## src/hw/rtl/bfz_pkg.sv

```systemverilog
// shared types and constants of the 3x3 zero-padded box filter
package bfz_pkg;

    // sample and sum formats
    localparam int SAMPLE_BITS = 16;
    localparam int RADIUS      = 3;
    localparam int AREA        = RADIUS * RADIUS;
    localparam int SUM_BITS    = SAMPLE_BITS + $clog2(AREA);

    // reciprocal of the area for the constant divide
    localparam int RECIP_SHIFT = SUM_BITS + 4;
    localparam logic [RECIP_SHIFT-4:0] RECIP_MULT =
        (RECIP_SHIFT-3)'((64'd1 << RECIP_SHIFT) / AREA);

    // configuration port
    localparam int CFG_IDX_BITS    = 1;
    localparam int CFG_WIDTH_BITS  = 7;
    localparam int CFG_HEIGHT_BITS = 11;
    localparam int CFG_DATA_BITS   = 11;
    localparam logic [CFG_IDX_BITS-1:0] REG_FRAME_WIDTH  = CFG_IDX_BITS'(0);
    localparam logic [CFG_IDX_BITS-1:0] REG_FRAME_HEIGHT = CFG_IDX_BITS'(1);

    // request opcodes
    localparam logic OP_SAMPLE = 1'b0;
    localparam logic OP_FLUSH  = 1'b1;

    typedef logic signed [SAMPLE_BITS-1:0] t_sample;
    typedef logic signed [SUM_BITS-1:0]    t_sum;

    typedef struct packed {
        logic    opcode;
        t_sample sample;
    } t_in_req;

    typedef struct packed {
        t_sample mean_value;
        logic    frame_last;
    } t_out_res;

    // window sum handed to the divider
    typedef struct packed {
        t_sum sum;
        logic last;
    } t_div_req;

endpackage

```

## src/hw/rtl/box_filter_3x3_zero_pad_unit.sv

```systemverilog
// 3x3 zero-padded box filter: row delay lines of cells, window sum and divide
//
//  channel   direction  handshake            payload
//  request   in         i_valid / o_ready    i_req  (opcode, sample)
//  result    out        o_valid / i_ready    o_res  (mean_value, frame_last)
//  config    in         i_cfg_we             i_cfg_idx, i_cfg_data
//
// one request per cycle while o_ready is high; each sample, or a flush while
// draining, shifts the two row lines once. the request that completes a window
// sends its result through tap capture, nine-way sum, reciprocal multiply and
// correction into o_res. a stalled result holds the four-stage pipeline;
// requests keep flowing while any stage has room. synchronous active-low reset
// clears counters and valid flags; lines are never read before being written.
module box_filter_3x3_zero_pad_unit #(
    parameter int MAX_WIDTH  = 64,
    parameter int MAX_HEIGHT = 1024
) (
    input  logic                                  i_clk,
    input  logic                                  i_rst_n,
    input  logic                                  i_valid,
    output logic                                  o_ready,
    input  bfz_pkg::t_in_req                      i_req,
    output logic                                  o_valid,
    input  logic                                  i_ready,
    output bfz_pkg::t_out_res                     o_res,
    input  logic                                  i_cfg_we,
    input  logic [bfz_pkg::CFG_IDX_BITS-1:0]      i_cfg_idx,
    input  logic [bfz_pkg::CFG_DATA_BITS-1:0]     i_cfg_data
);

    localparam int WB      = $clog2(MAX_WIDTH + 1);
    localparam int RB      = $clog2(MAX_HEIGHT + 2);
    localparam int LB      = (MAX_WIDTH > 1) ? $clog2(MAX_WIDTH) : 1;
    localparam int W_RESET = (64 > MAX_WIDTH) ? MAX_WIDTH : 64;
    localparam int H_RESET = (1024 > MAX_HEIGHT) ? MAX_HEIGHT : 1024;
    localparam int SUMB    = bfz_pkg::SUM_BITS;

    logic [WB-1:0]    r_w;
    logic [RB-1:0]    r_h;
    logic [RB-1:0]    r_arr_row;
    logic [WB-1:0]    r_arr_col;
    logic [WB-1:0]    r_flush_cnt;
    logic [RB-1:0]    r_pos_row;
    logic [WB-1:0]    r_pos_col;

    logic [bfz_pkg::CFG_WIDTH_BITS-1:0]  cfg_w_raw;
    logic [bfz_pkg::CFG_HEIGHT_BITS-1:0] cfg_h_raw;
    logic [WB-1:0]    n_w;
    logic [RB-1:0]    n_h;

    logic             in_fire;
    logic             draining;
    logic             is_flush_op;
    logic             push;
    logic             primed;
    logic             has_res;
    logic             last;
    logic             top_ok;
    logic             bot_ok;
    logic             left_ok;
    logic             right_ok;
    bfz_pkg::t_sample push_val;

    bfz_pkg::t_sample r_a0;
    bfz_pkg::t_sample r_a1;
    bfz_pkg::t_sample r_b1;
    bfz_pkg::t_sample r_c1;
    bfz_pkg::t_sample l1_q [MAX_WIDTH];
    bfz_pkg::t_sample l2_q [MAX_WIDTH];
    bfz_pkg::t_sample l1_tail_next;
    bfz_pkg::t_sample l2_tail_next;
    logic [LB-1:0]    entry_idx;

    bfz_pkg::t_sample taps [9];
    logic             r_s1_valid;
    bfz_pkg::t_sample r_s1_tap [9];
    logic             r_s1_last;
    logic             s2_ready;

    logic             r_s2_valid;
    bfz_pkg::t_div_req r_s2_req;
    logic             div_ready;
    logic [SUMB-1:0]  win_sum;

    // clamp configuration values to the supported range
    assign cfg_w_raw = i_cfg_data[bfz_pkg::CFG_WIDTH_BITS-1:0];
    assign cfg_h_raw = i_cfg_data[bfz_pkg::CFG_HEIGHT_BITS-1:0];

    always_comb begin
        if (cfg_w_raw == '0) begin
            n_w = WB'(1);
        end else if (32'(cfg_w_raw) > MAX_WIDTH) begin
            n_w = WB'(MAX_WIDTH);
        end else begin
            n_w = WB'(cfg_w_raw);
        end
        if (cfg_h_raw == '0) begin
            n_h = RB'(1);
        end else if (32'(cfg_h_raw) > MAX_HEIGHT) begin
            n_h = RB'(MAX_HEIGHT);
        end else begin
            n_h = RB'(cfg_h_raw);
        end
    end

    // request decode
    assign in_fire     = i_valid && o_ready;
    assign draining    = r_arr_row >= r_h;
    assign is_flush_op = i_req.opcode == bfz_pkg::OP_FLUSH;
    assign push        = in_fire && (draining || !is_flush_op);
    assign push_val    = draining ? '0 : i_req.sample;

    // a result exists once one row plus one pixel has arrived
    assign primed = draining ?
        ((r_h >= RB'(2)) || (r_flush_cnt != '0)) :
        ((r_arr_row >= RB'(2)) || ((r_arr_row == RB'(1)) && (r_arr_col != '0)));
    assign has_res = push && primed;
    assign last    = (r_pos_row == r_h - RB'(1)) && (r_pos_col == r_w - WB'(1));

    // position counters
    always_ff @(posedge i_clk) begin
        if (!i_rst_n) begin
            r_w         <= WB'(W_RESET);
            r_h         <= RB'(H_RESET);
            r_arr_row   <= '0;
            r_arr_col   <= '0;
            r_flush_cnt <= '0;
            r_pos_row   <= '0;
            r_pos_col   <= '0;
        end else if (i_cfg_we) begin
            if (i_cfg_idx == bfz_pkg::REG_FRAME_WIDTH) begin
                r_w <= n_w;
            end
            if (i_cfg_idx == bfz_pkg::REG_FRAME_HEIGHT) begin
                r_h <= n_h;
            end
            r_arr_row   <= '0;
            r_arr_col   <= '0;
            r_flush_cnt <= '0;
            r_pos_row   <= '0;
            r_pos_col   <= '0;
        end else if (push) begin
            if (has_res && last) begin
                r_arr_row   <= '0;
                r_arr_col   <= '0;
                r_flush_cnt <= '0;
                r_pos_row   <= '0;
                r_pos_col   <= '0;
            end else begin
                if (draining) begin
                    r_flush_cnt <= r_flush_cnt + WB'(1);
                end else if (r_arr_col + WB'(1) == r_w) begin
                    r_arr_col <= '0;
                    r_arr_row <= r_arr_row + RB'(1);
                end else begin
                    r_arr_col <= r_arr_col + WB'(1);
                end
                if (has_res) begin
                    if (r_pos_col + WB'(1) == r_w) begin
                        r_pos_col <= '0;
                        r_pos_row <= r_pos_row + RB'(1);
                    end else begin
                        r_pos_col <= r_pos_col + WB'(1);
                    end
                end
            end
        end
    end

    // newest-row taps and the short delays behind each line
    always_ff @(posedge i_clk) begin
        if (push) begin
            r_a0 <= push_val;
            r_a1 <= r_a0;
            r_b1 <= l1_q[MAX_WIDTH-1];
            r_c1 <= l2_q[MAX_WIDTH-1];
        end
    end

    // row lines: data enters w cells before the tail
    assign entry_idx = LB'(MAX_WIDTH - 32'(r_w));

    for (genvar j = 0; j < MAX_WIDTH; j++) begin : g_line
        bfz_pkg::t_sample l1_prev;
        bfz_pkg::t_sample l2_prev;
        bfz_pkg::t_sample l1_next;
        bfz_pkg::t_sample l2_next;

        if (j == 0) begin : g_head
            assign l1_prev = r_a0;
            assign l2_prev = l1_q[MAX_WIDTH-1];
        end else begin : g_body
            assign l1_prev = l1_q[j-1];
            assign l2_prev = l2_q[j-1];
        end

        bfz_cell u_l1_cell (
            .i_clk   (i_clk),
            .i_en    (push),
            .i_take  (entry_idx == LB'(j)),
            .i_entry (r_a0),
            .i_prev  (l1_prev),
            .o_q     (l1_q[j]),
            .o_next  (l1_next)
        );

        bfz_cell u_l2_cell (
            .i_clk   (i_clk),
            .i_en    (push),
            .i_take  (entry_idx == LB'(j)),
            .i_entry (l1_q[MAX_WIDTH-1]),
            .i_prev  (l2_prev),
            .o_q     (l2_q[j]),
            .o_next  (l2_next)
        );

        if (j == MAX_WIDTH - 1) begin : g_tail
            assign l1_tail_next = l1_next;
            assign l2_tail_next = l2_next;
        end
    end

    // window taps after this shift, zero outside the frame
    assign top_ok   = r_pos_row != '0;
    assign bot_ok   = r_pos_row != r_h - RB'(1);
    assign left_ok  = r_pos_col != '0;
    assign right_ok = r_pos_col != r_w - WB'(1);

    assign taps[0] = (top_ok && left_ok)  ? r_c1              : '0;
    assign taps[1] = top_ok               ? l2_q[MAX_WIDTH-1] : '0;
    assign taps[2] = (top_ok && right_ok) ? l2_tail_next      : '0;
    assign taps[3] = left_ok              ? r_b1              : '0;
    assign taps[4] = l1_q[MAX_WIDTH-1];
    assign taps[5] = right_ok             ? l1_tail_next      : '0;
    assign taps[6] = (bot_ok && left_ok)  ? r_a1              : '0;
    assign taps[7] = bot_ok               ? r_a0              : '0;
    assign taps[8] = (bot_ok && right_ok) ? push_val          : '0;

    // tap capture stage
    assign s2_ready = !r_s2_valid || div_ready;
    assign o_ready  = !r_s1_valid || s2_ready;

    always_ff @(posedge i_clk) begin
        if (!i_rst_n) begin
            r_s1_valid <= 1'b0;
        end else if (has_res) begin
            r_s1_valid <= 1'b1;
        end else if (s2_ready) begin
            r_s1_valid <= 1'b0;
        end
    end

    always_ff @(posedge i_clk) begin
        if (has_res) begin
            r_s1_tap  <= taps;
            r_s1_last <= last;
        end
    end

    // nine-way sum stage
    always_comb begin
        win_sum = '0;
        for (int k = 0; k < 9; k++) begin
            win_sum = win_sum + SUMB'(r_s1_tap[k]);
        end
    end

    always_ff @(posedge i_clk) begin
        if (!i_rst_n) begin
            r_s2_valid <= 1'b0;
        end else if (s2_ready) begin
            r_s2_valid <= r_s1_valid;
        end
    end

    always_ff @(posedge i_clk) begin
        if (s2_ready && r_s1_valid) begin
            r_s2_req.sum  <= win_sum;
            r_s2_req.last <= r_s1_last;
        end
    end

    bfz_div9 u_div9 (
        .i_clk   (i_clk),
        .i_rst_n (i_rst_n),
        .i_valid (r_s2_valid),
        .o_ready (div_ready),
        .i_req   (r_s2_req),
        .o_valid (o_valid),
        .i_ready (i_ready),
        .o_res   (o_res)
    );

`ifndef SYNTHESIS
    a_flush_ignored: assert property (@(posedge i_clk) disable iff (!i_rst_n)
        in_fire && !draining && is_flush_op && !i_cfg_we
        |=> $stable(r_arr_row) && $stable(r_arr_col) && $stable(r_flush_cnt))
        else $error("early flush request moved the frame counters");
    a_frame_restart: assert property (@(posedge i_clk) disable iff (!i_rst_n)
        has_res && last |=> r_arr_row == '0 && r_arr_col == '0 && r_pos_row == '0)
        else $error("counters did not restart after the last result");
    a_drain_col: assert property (@(posedge i_clk) disable iff (!i_rst_n)
        draining |-> r_arr_col == '0 && r_flush_cnt <= r_w)
        else $error("drain window counters out of step");
`endif

endmodule

```

## src/hw/rtl/bfz_cell.sv

```systemverilog
// one sample cell of a row delay line
module bfz_cell (
    input  logic              i_clk,
    input  logic              i_en,
    input  logic              i_take,
    input  bfz_pkg::t_sample  i_entry,
    input  bfz_pkg::t_sample  i_prev,
    output bfz_pkg::t_sample  o_q,
    output bfz_pkg::t_sample  o_next
);

    bfz_pkg::t_sample r_q;
    bfz_pkg::t_sample n_q;

    // entry point of the line or shift from the neighbour
    assign n_q = i_take ? i_entry : i_prev;

    always_ff @(posedge i_clk) begin
        if (i_en) begin
            r_q <= n_q;
        end
    end

    assign o_q    = r_q;
    assign o_next = n_q;

endmodule

```

## src/hw/rtl/bfz_div9.sv

```systemverilog
// two-stage truncating divide of the window sum by the area
module bfz_div9 (
    input  logic              i_clk,
    input  logic              i_rst_n,
    input  logic              i_valid,
    output logic              o_ready,
    input  bfz_pkg::t_div_req i_req,
    output logic              o_valid,
    input  logic              i_ready,
    output bfz_pkg::t_out_res o_res
);

    localparam int SB = bfz_pkg::SUM_BITS;
    localparam int KS = bfz_pkg::RECIP_SHIFT;
    localparam int PW = SB + KS - 3;
    localparam int QB = SB - 3;

    logic            r_s3_valid;
    logic [SB-1:0]   r_mag;
    logic [QB-1:0]   r_q0;
    logic            r_neg;
    logic            r_last;
    logic            s3_ready;
    logic            out_ready;
    logic [SB-1:0]   mag;
    logic [PW-1:0]   prod;
    logic [SB-1:0]   nine_q;
    logic [SB-1:0]   rem;
    logic [QB-1:0]   quot;
    logic [QB-1:0]   signed_quot;

    assign out_ready = !o_valid || i_ready;
    assign s3_ready  = !r_s3_valid || out_ready;
    assign o_ready   = s3_ready;

    // magnitude times reciprocal, estimate may be one low
    assign mag  = i_req.sum[SB-1] ? SB'(-i_req.sum) : SB'(i_req.sum);
    assign prod = PW'(mag) * PW'(bfz_pkg::RECIP_MULT);

    always_ff @(posedge i_clk) begin
        if (!i_rst_n) begin
            r_s3_valid <= 1'b0;
        end else if (s3_ready) begin
            r_s3_valid <= i_valid;
        end
    end

    always_ff @(posedge i_clk) begin
        if (s3_ready && i_valid) begin
            r_mag  <= mag;
            r_q0   <= prod[PW-1:KS];
            r_neg  <= i_req.sum[SB-1];
            r_last <= i_req.last;
        end
    end

    // correction step and sign
    assign nine_q      = (SB'(r_q0) << 3) + SB'(r_q0);
    assign rem         = r_mag - nine_q;
    assign quot        = (rem >= SB'(bfz_pkg::AREA)) ? r_q0 + QB'(1) : r_q0;
    assign signed_quot = r_neg ? -quot : quot;

    always_ff @(posedge i_clk) begin
        if (!i_rst_n) begin
            o_valid <= 1'b0;
        end else if (out_ready) begin
            o_valid <= r_s3_valid;
        end
    end

    always_ff @(posedge i_clk) begin
        if (out_ready && r_s3_valid) begin
            o_res.mean_value <= signed_quot[bfz_pkg::SAMPLE_BITS-1:0];
            o_res.frame_last <= r_last;
        end
    end

`ifndef SYNTHESIS
    a_s3_holds: assert property (@(posedge i_clk) disable iff (!i_rst_n)
        r_s3_valid && !out_ready |=> r_s3_valid && $stable(r_q0))
        else $error("divider stage lost a held request");
    a_quot_range: assert property (@(posedge i_clk) disable iff (!i_rst_n)
        r_s3_valid |-> rem < SB'(2 * bfz_pkg::AREA))
        else $error("reciprocal estimate off by more than one");
    a_out_holds: assert property (@(posedge i_clk) disable iff (!i_rst_n)
        r_s3_valid && o_valid && !i_ready |=> r_s3_valid)
        else $error("divider dropped a request while stalled");
`endif

endmodule
```

## config.mk

```make
export PLATFORM = sky130hd
export DESIGN_NAME = box_filter_3x3_zero_pad_unit
export DESIGN_NICKNAME = d
export VERILOG_FILES = /design/src/hw/rtl/bfz_pkg.sv /design/src/hw/rtl/box_filter_3x3_zero_pad_unit.sv /design/src/hw/rtl/bfz_cell.sv /design/src/hw/rtl/bfz_div9.sv
export SDC_FILE = /design/constraint.sdc
export NUM_CORES = 2
export LEC_CHECK = 0
export BUFFER_PORTS_ARGS = -buffer_cell sky130_fd_sc_hd__buf_4
export CAP_MARGIN = 30
export CORE_MARGIN = 1.5
export CORE_UTILIZATION = 45
export CTS_BUF_LIST = sky130_fd_sc_hd__clkbuf_4
export CTS_CLUSTER_SIZE = 28
export DETAILED_ROUTE_END_ITERATION = 8
export PLACE_DENSITY = 0.67
export SYNTH_ARGS = -nofsm -noshare
export SYNTH_HDL_FRONTEND = slang
export SYNTH_SLANG_ARGS = --single-unit
```

## constraint.sdc

```tcl
create_clock -name i_clk -period 126.3 [get_ports i_clk]
set_input_delay 6.315 -clock i_clk [delete_from_list [all_inputs] [get_ports i_clk]]
set_output_delay 6.315 -clock i_clk [all_outputs]
set_load 0.02 [all_outputs]
```

==> reports/metrics.cfg <==
[logic_synthesis]
synth.distinct_cells=77
yosys-top-cells-area=edfxtp_1 (62%), mux2_2 (20%), fa_1 (4.2%), ha_1 (2.7%), clkbuf_1 (1.6%)
synth-edff-count=2302
yosys_warnings=0
synthCells=6825
synthFlopType=edfxtp_1
synth_nets=7331
synth-seq-cells=2367
yosysTopAreaCell=edfxtp_1
syn_area_per_cell_um2=16.3
syn_area_mm2=0.111
synth-seq-area-share_pct=63.5
ys_async_sr_fraction_pct=0
synth_top_area_share_pct=62.3

[route]
drtPass1Iterations=5
detail_route.vias_per_cell=5.49
wl_per_cell_um=23.2
drtIter0Drc=4914
drc=0
ant_nets=0
dr_total_vias=59241
drt_wl_total_um=250000

[floorplanning]
ios=53
die-height_um=499
rows=182
core_mm2=0.245
start_util_pct=45.2
die_x_um=499
die-area_mm2=0.249

[power]
irDropWorstVdd_mv=0.0361
p_per_area_mw_per_mm2=18.5
p_leak_nw=42.7

[sta]
fin_crit_ns=13.85
rsz0062_at_grt=no
clock_skew_ns=0.114
timing.final.crit_share_pct=11.0
finalSetupTns_ns=0
relSlewSlack_pct=30.3
tightest_slew_ns=1.04
slew_violations=0
hold_viol_final=0
clock.fmax_ghz=0.0722
holdWs_ns=0.417
setup_viol=0

[hold_path]
hold_depth=0
hold_class=reg -> reg
hold_start=u_div9.r_last$_DFFE_PP_
min_to=u_div9.o_res[0]$_DFFE_PP_

[status]
outcome=finished, final reports clean

[setup_path]
endpoint_kind=output port
path_cells=buf_4 -> nor2b_1 -> and3_1 -> nand2_1 -> buf_4
cp_max_fo=5
crit_type=in -> out
crit_top_cell=buf_4
worstPathRequired_ns=119.98
slowest_delay_ns=0.33
worst_path_max_delay_cell=nor2b_1
cp.arrival_ns=7.54
r2r_slack_ns=116.66
timing.rr.start=r_s2_req[1]$_DFFE_PP_
critPathBufInv=2
start_kind=input pin
r2r-end=u_div9.r_q0[16]$_DFFE_PP_
path_delay_family=simple AND/OR/NAND/NOR gates
ff2ff_path_depth=30
crit_path_start=i_ready

[layout]
final_common_cell=edfxtp_1
drive_gt1_share_pct=43.0
fin_cells=10786
layout.area.seq_mm2=0.0704
final_area_mm2=0.123
syn_to_final_growth_pct=11.1
mostFrequentLayoutCells=edfxtp_1 (2302), mux2_2 (2019), clkbuf_4 (882), inv_1 (365), ha_1 (240)
final_util_pct=50.2
multiInputGateArea_mm2=0.0377
nets=7690
fillers=20375

[grt]
grt_pass1_vias=62236
grt_max_degree=163
grt_first_pass_wirelength_um=382000
grt_overflow=0
grt_util_all_layers_pct=19.9
antenna_found_initial=14

[cts]
cts-root-buf=clkbuf_4
cts_tree=done
htreeDepth=6
cts.sinks=2367
cts_resized=0
cts_buffer_depth=4
cts-buffers-inserted=619
cts_hold_buf=0
clk_latency_ns=1.38
clk_pin_slew_ns=0.06
post-cts-setup-buffers=0

[placement]
dp.cells=9770
dpl_cell_area_mm2=0.115
placement.io_buffers=52
dpl.hpwl_um=149000
place.gp.congestion=0.852

[run]
maxCapViolCount=0

[how the worst max path moves through the flow]
stage,end,slack (ns),cells after the start
2_1_floorplan,g_line[0].l1_prev[0]$_DFFE_PP_,14.49,5
3_3_place_gp,o_ready,112.38,5
3_5_place_dp,o_ready,112.44,5
4_1_cts,o_ready,112.42,5
5_1_grt,o_ready,112.35,5
6_report,o_ready,112.45,5
[through the flow]
| step | power [mW] | setup slack [ns] |
|---|---|---|
| 2_1_floorplan | 1.63 | 14.49 |
| 3_3_place_gp | 1.64 | 112.38 |
| 3_5_place_dp | 1.65 | 112.44 |
| 4_1_cts | 2.31 | 112.42 |
| 5_1_grt | 2.44 | 112.35 |
| 6_report | 2.28 | 112.45 |
[metal layers]
layer | part of all wire [%] | wire, um | GRT usage [%]
met2 | 49 | 123000 | 32.8
met1 | 44 | 109000 | 26.6
met3 | 5.4 | 13400 | 4.01
met5 | 0.0080 | 20 | 0
met4 | 2.1 | 5140 | 5.93
[power breakdown]
group	switching (mW)	internal, mW	leakage [nW]
combinational	0.383	0.295	16.3
clock	0.304	0.346	4.47
sequential	0.0148	0.937	22.0
total	0.702	1.58	42.7
[Yosys cell counts (all sizes together), types with 65 or more instances]
| cell type | number |
|---|---|
| ha | 240 |
| mux2 | 2020 |
| inv | 365 |
| a21oi | 85 |
| dfxtp | 65 |
| edfxtp | 2302 |
| nand2 | 96 |
| fa | 232 |
| clkbuf | 474 |
| xnor2 | 99 |
| nor2 | 148 |
| and3 | 81 |
| and2 | 94 |
[cells by family (layout without fill, tap and decap cells)]
| group | Yosys count | count (layout) | share of synthesized area [%] |
|---|---|---|---|
| compound gates | 287 | 287 | 1.71 |
| other cells | 0 | 13 | 0 |
| buf+inv | 845 | 1573 | 2.86 |
| simple gates | 673 | 673 | 3.23 |
| flops | 2367 | 2367 | 63.5 |
| xor+xnor | 146 | 146 | 1.15 |
| mux | 2034 | 2034 | 20.6 |
| fa+ha+maj | 473 | 473 | 6.90 |
[cell type report]
| cell class | instances | share of cell area (%) |
|---|---|---|
| antenna | 13 | 0.0264 |
| clock buffer | 882 | 5.37 |
| clock inverter | 108 | 0.657 |
| inverter | 366 | 1.12 |
| multi-input combinational | 3613 | 30.6 |
| sequential | 2367 | 57.2 |
| tap | 3220 | 3.27 |
| timing repair buffer | 217 | 1.82 |
[worst reg2reg max path, delay by kind of cell, from the launching register on]
kind,cells,cell delay (ns)
compound gates,6,1.78
xor+xnor,1,0.14
fa+ha+maj,8,3.61
buf+inv,6,0.76
flops,1,0.41
simple gates,9,2.76
[sequential cells by signal, summed over array words and instances (netlist names)]
name / count
r_flush_cnt: 7
u_div9.r_mag: 20
u_div9.o_valid: 1
r_h: 11
g_line.u_l1_cell.o_q: 1024
u_div9.r_q0: 17
r_c1: 16
r_pos_col: 7
u_div9.r_neg: 1
r_s1_tap: 144
r_w: 7
u_div9.o_res: 17
u_div9.r_last: 1
u_div9.r_s3_valid: 1
r_s2_valid: 1
r_s1_valid: 1
r_pos_row: 11
r_arr_row: 11
g_line.u_l2_cell.o_q: 1024
r_s1_last: 1
g_line.l1_prev: 16
r_s2_req: 21
r_arr_col: 7
(Power assumes the default switching activity.)
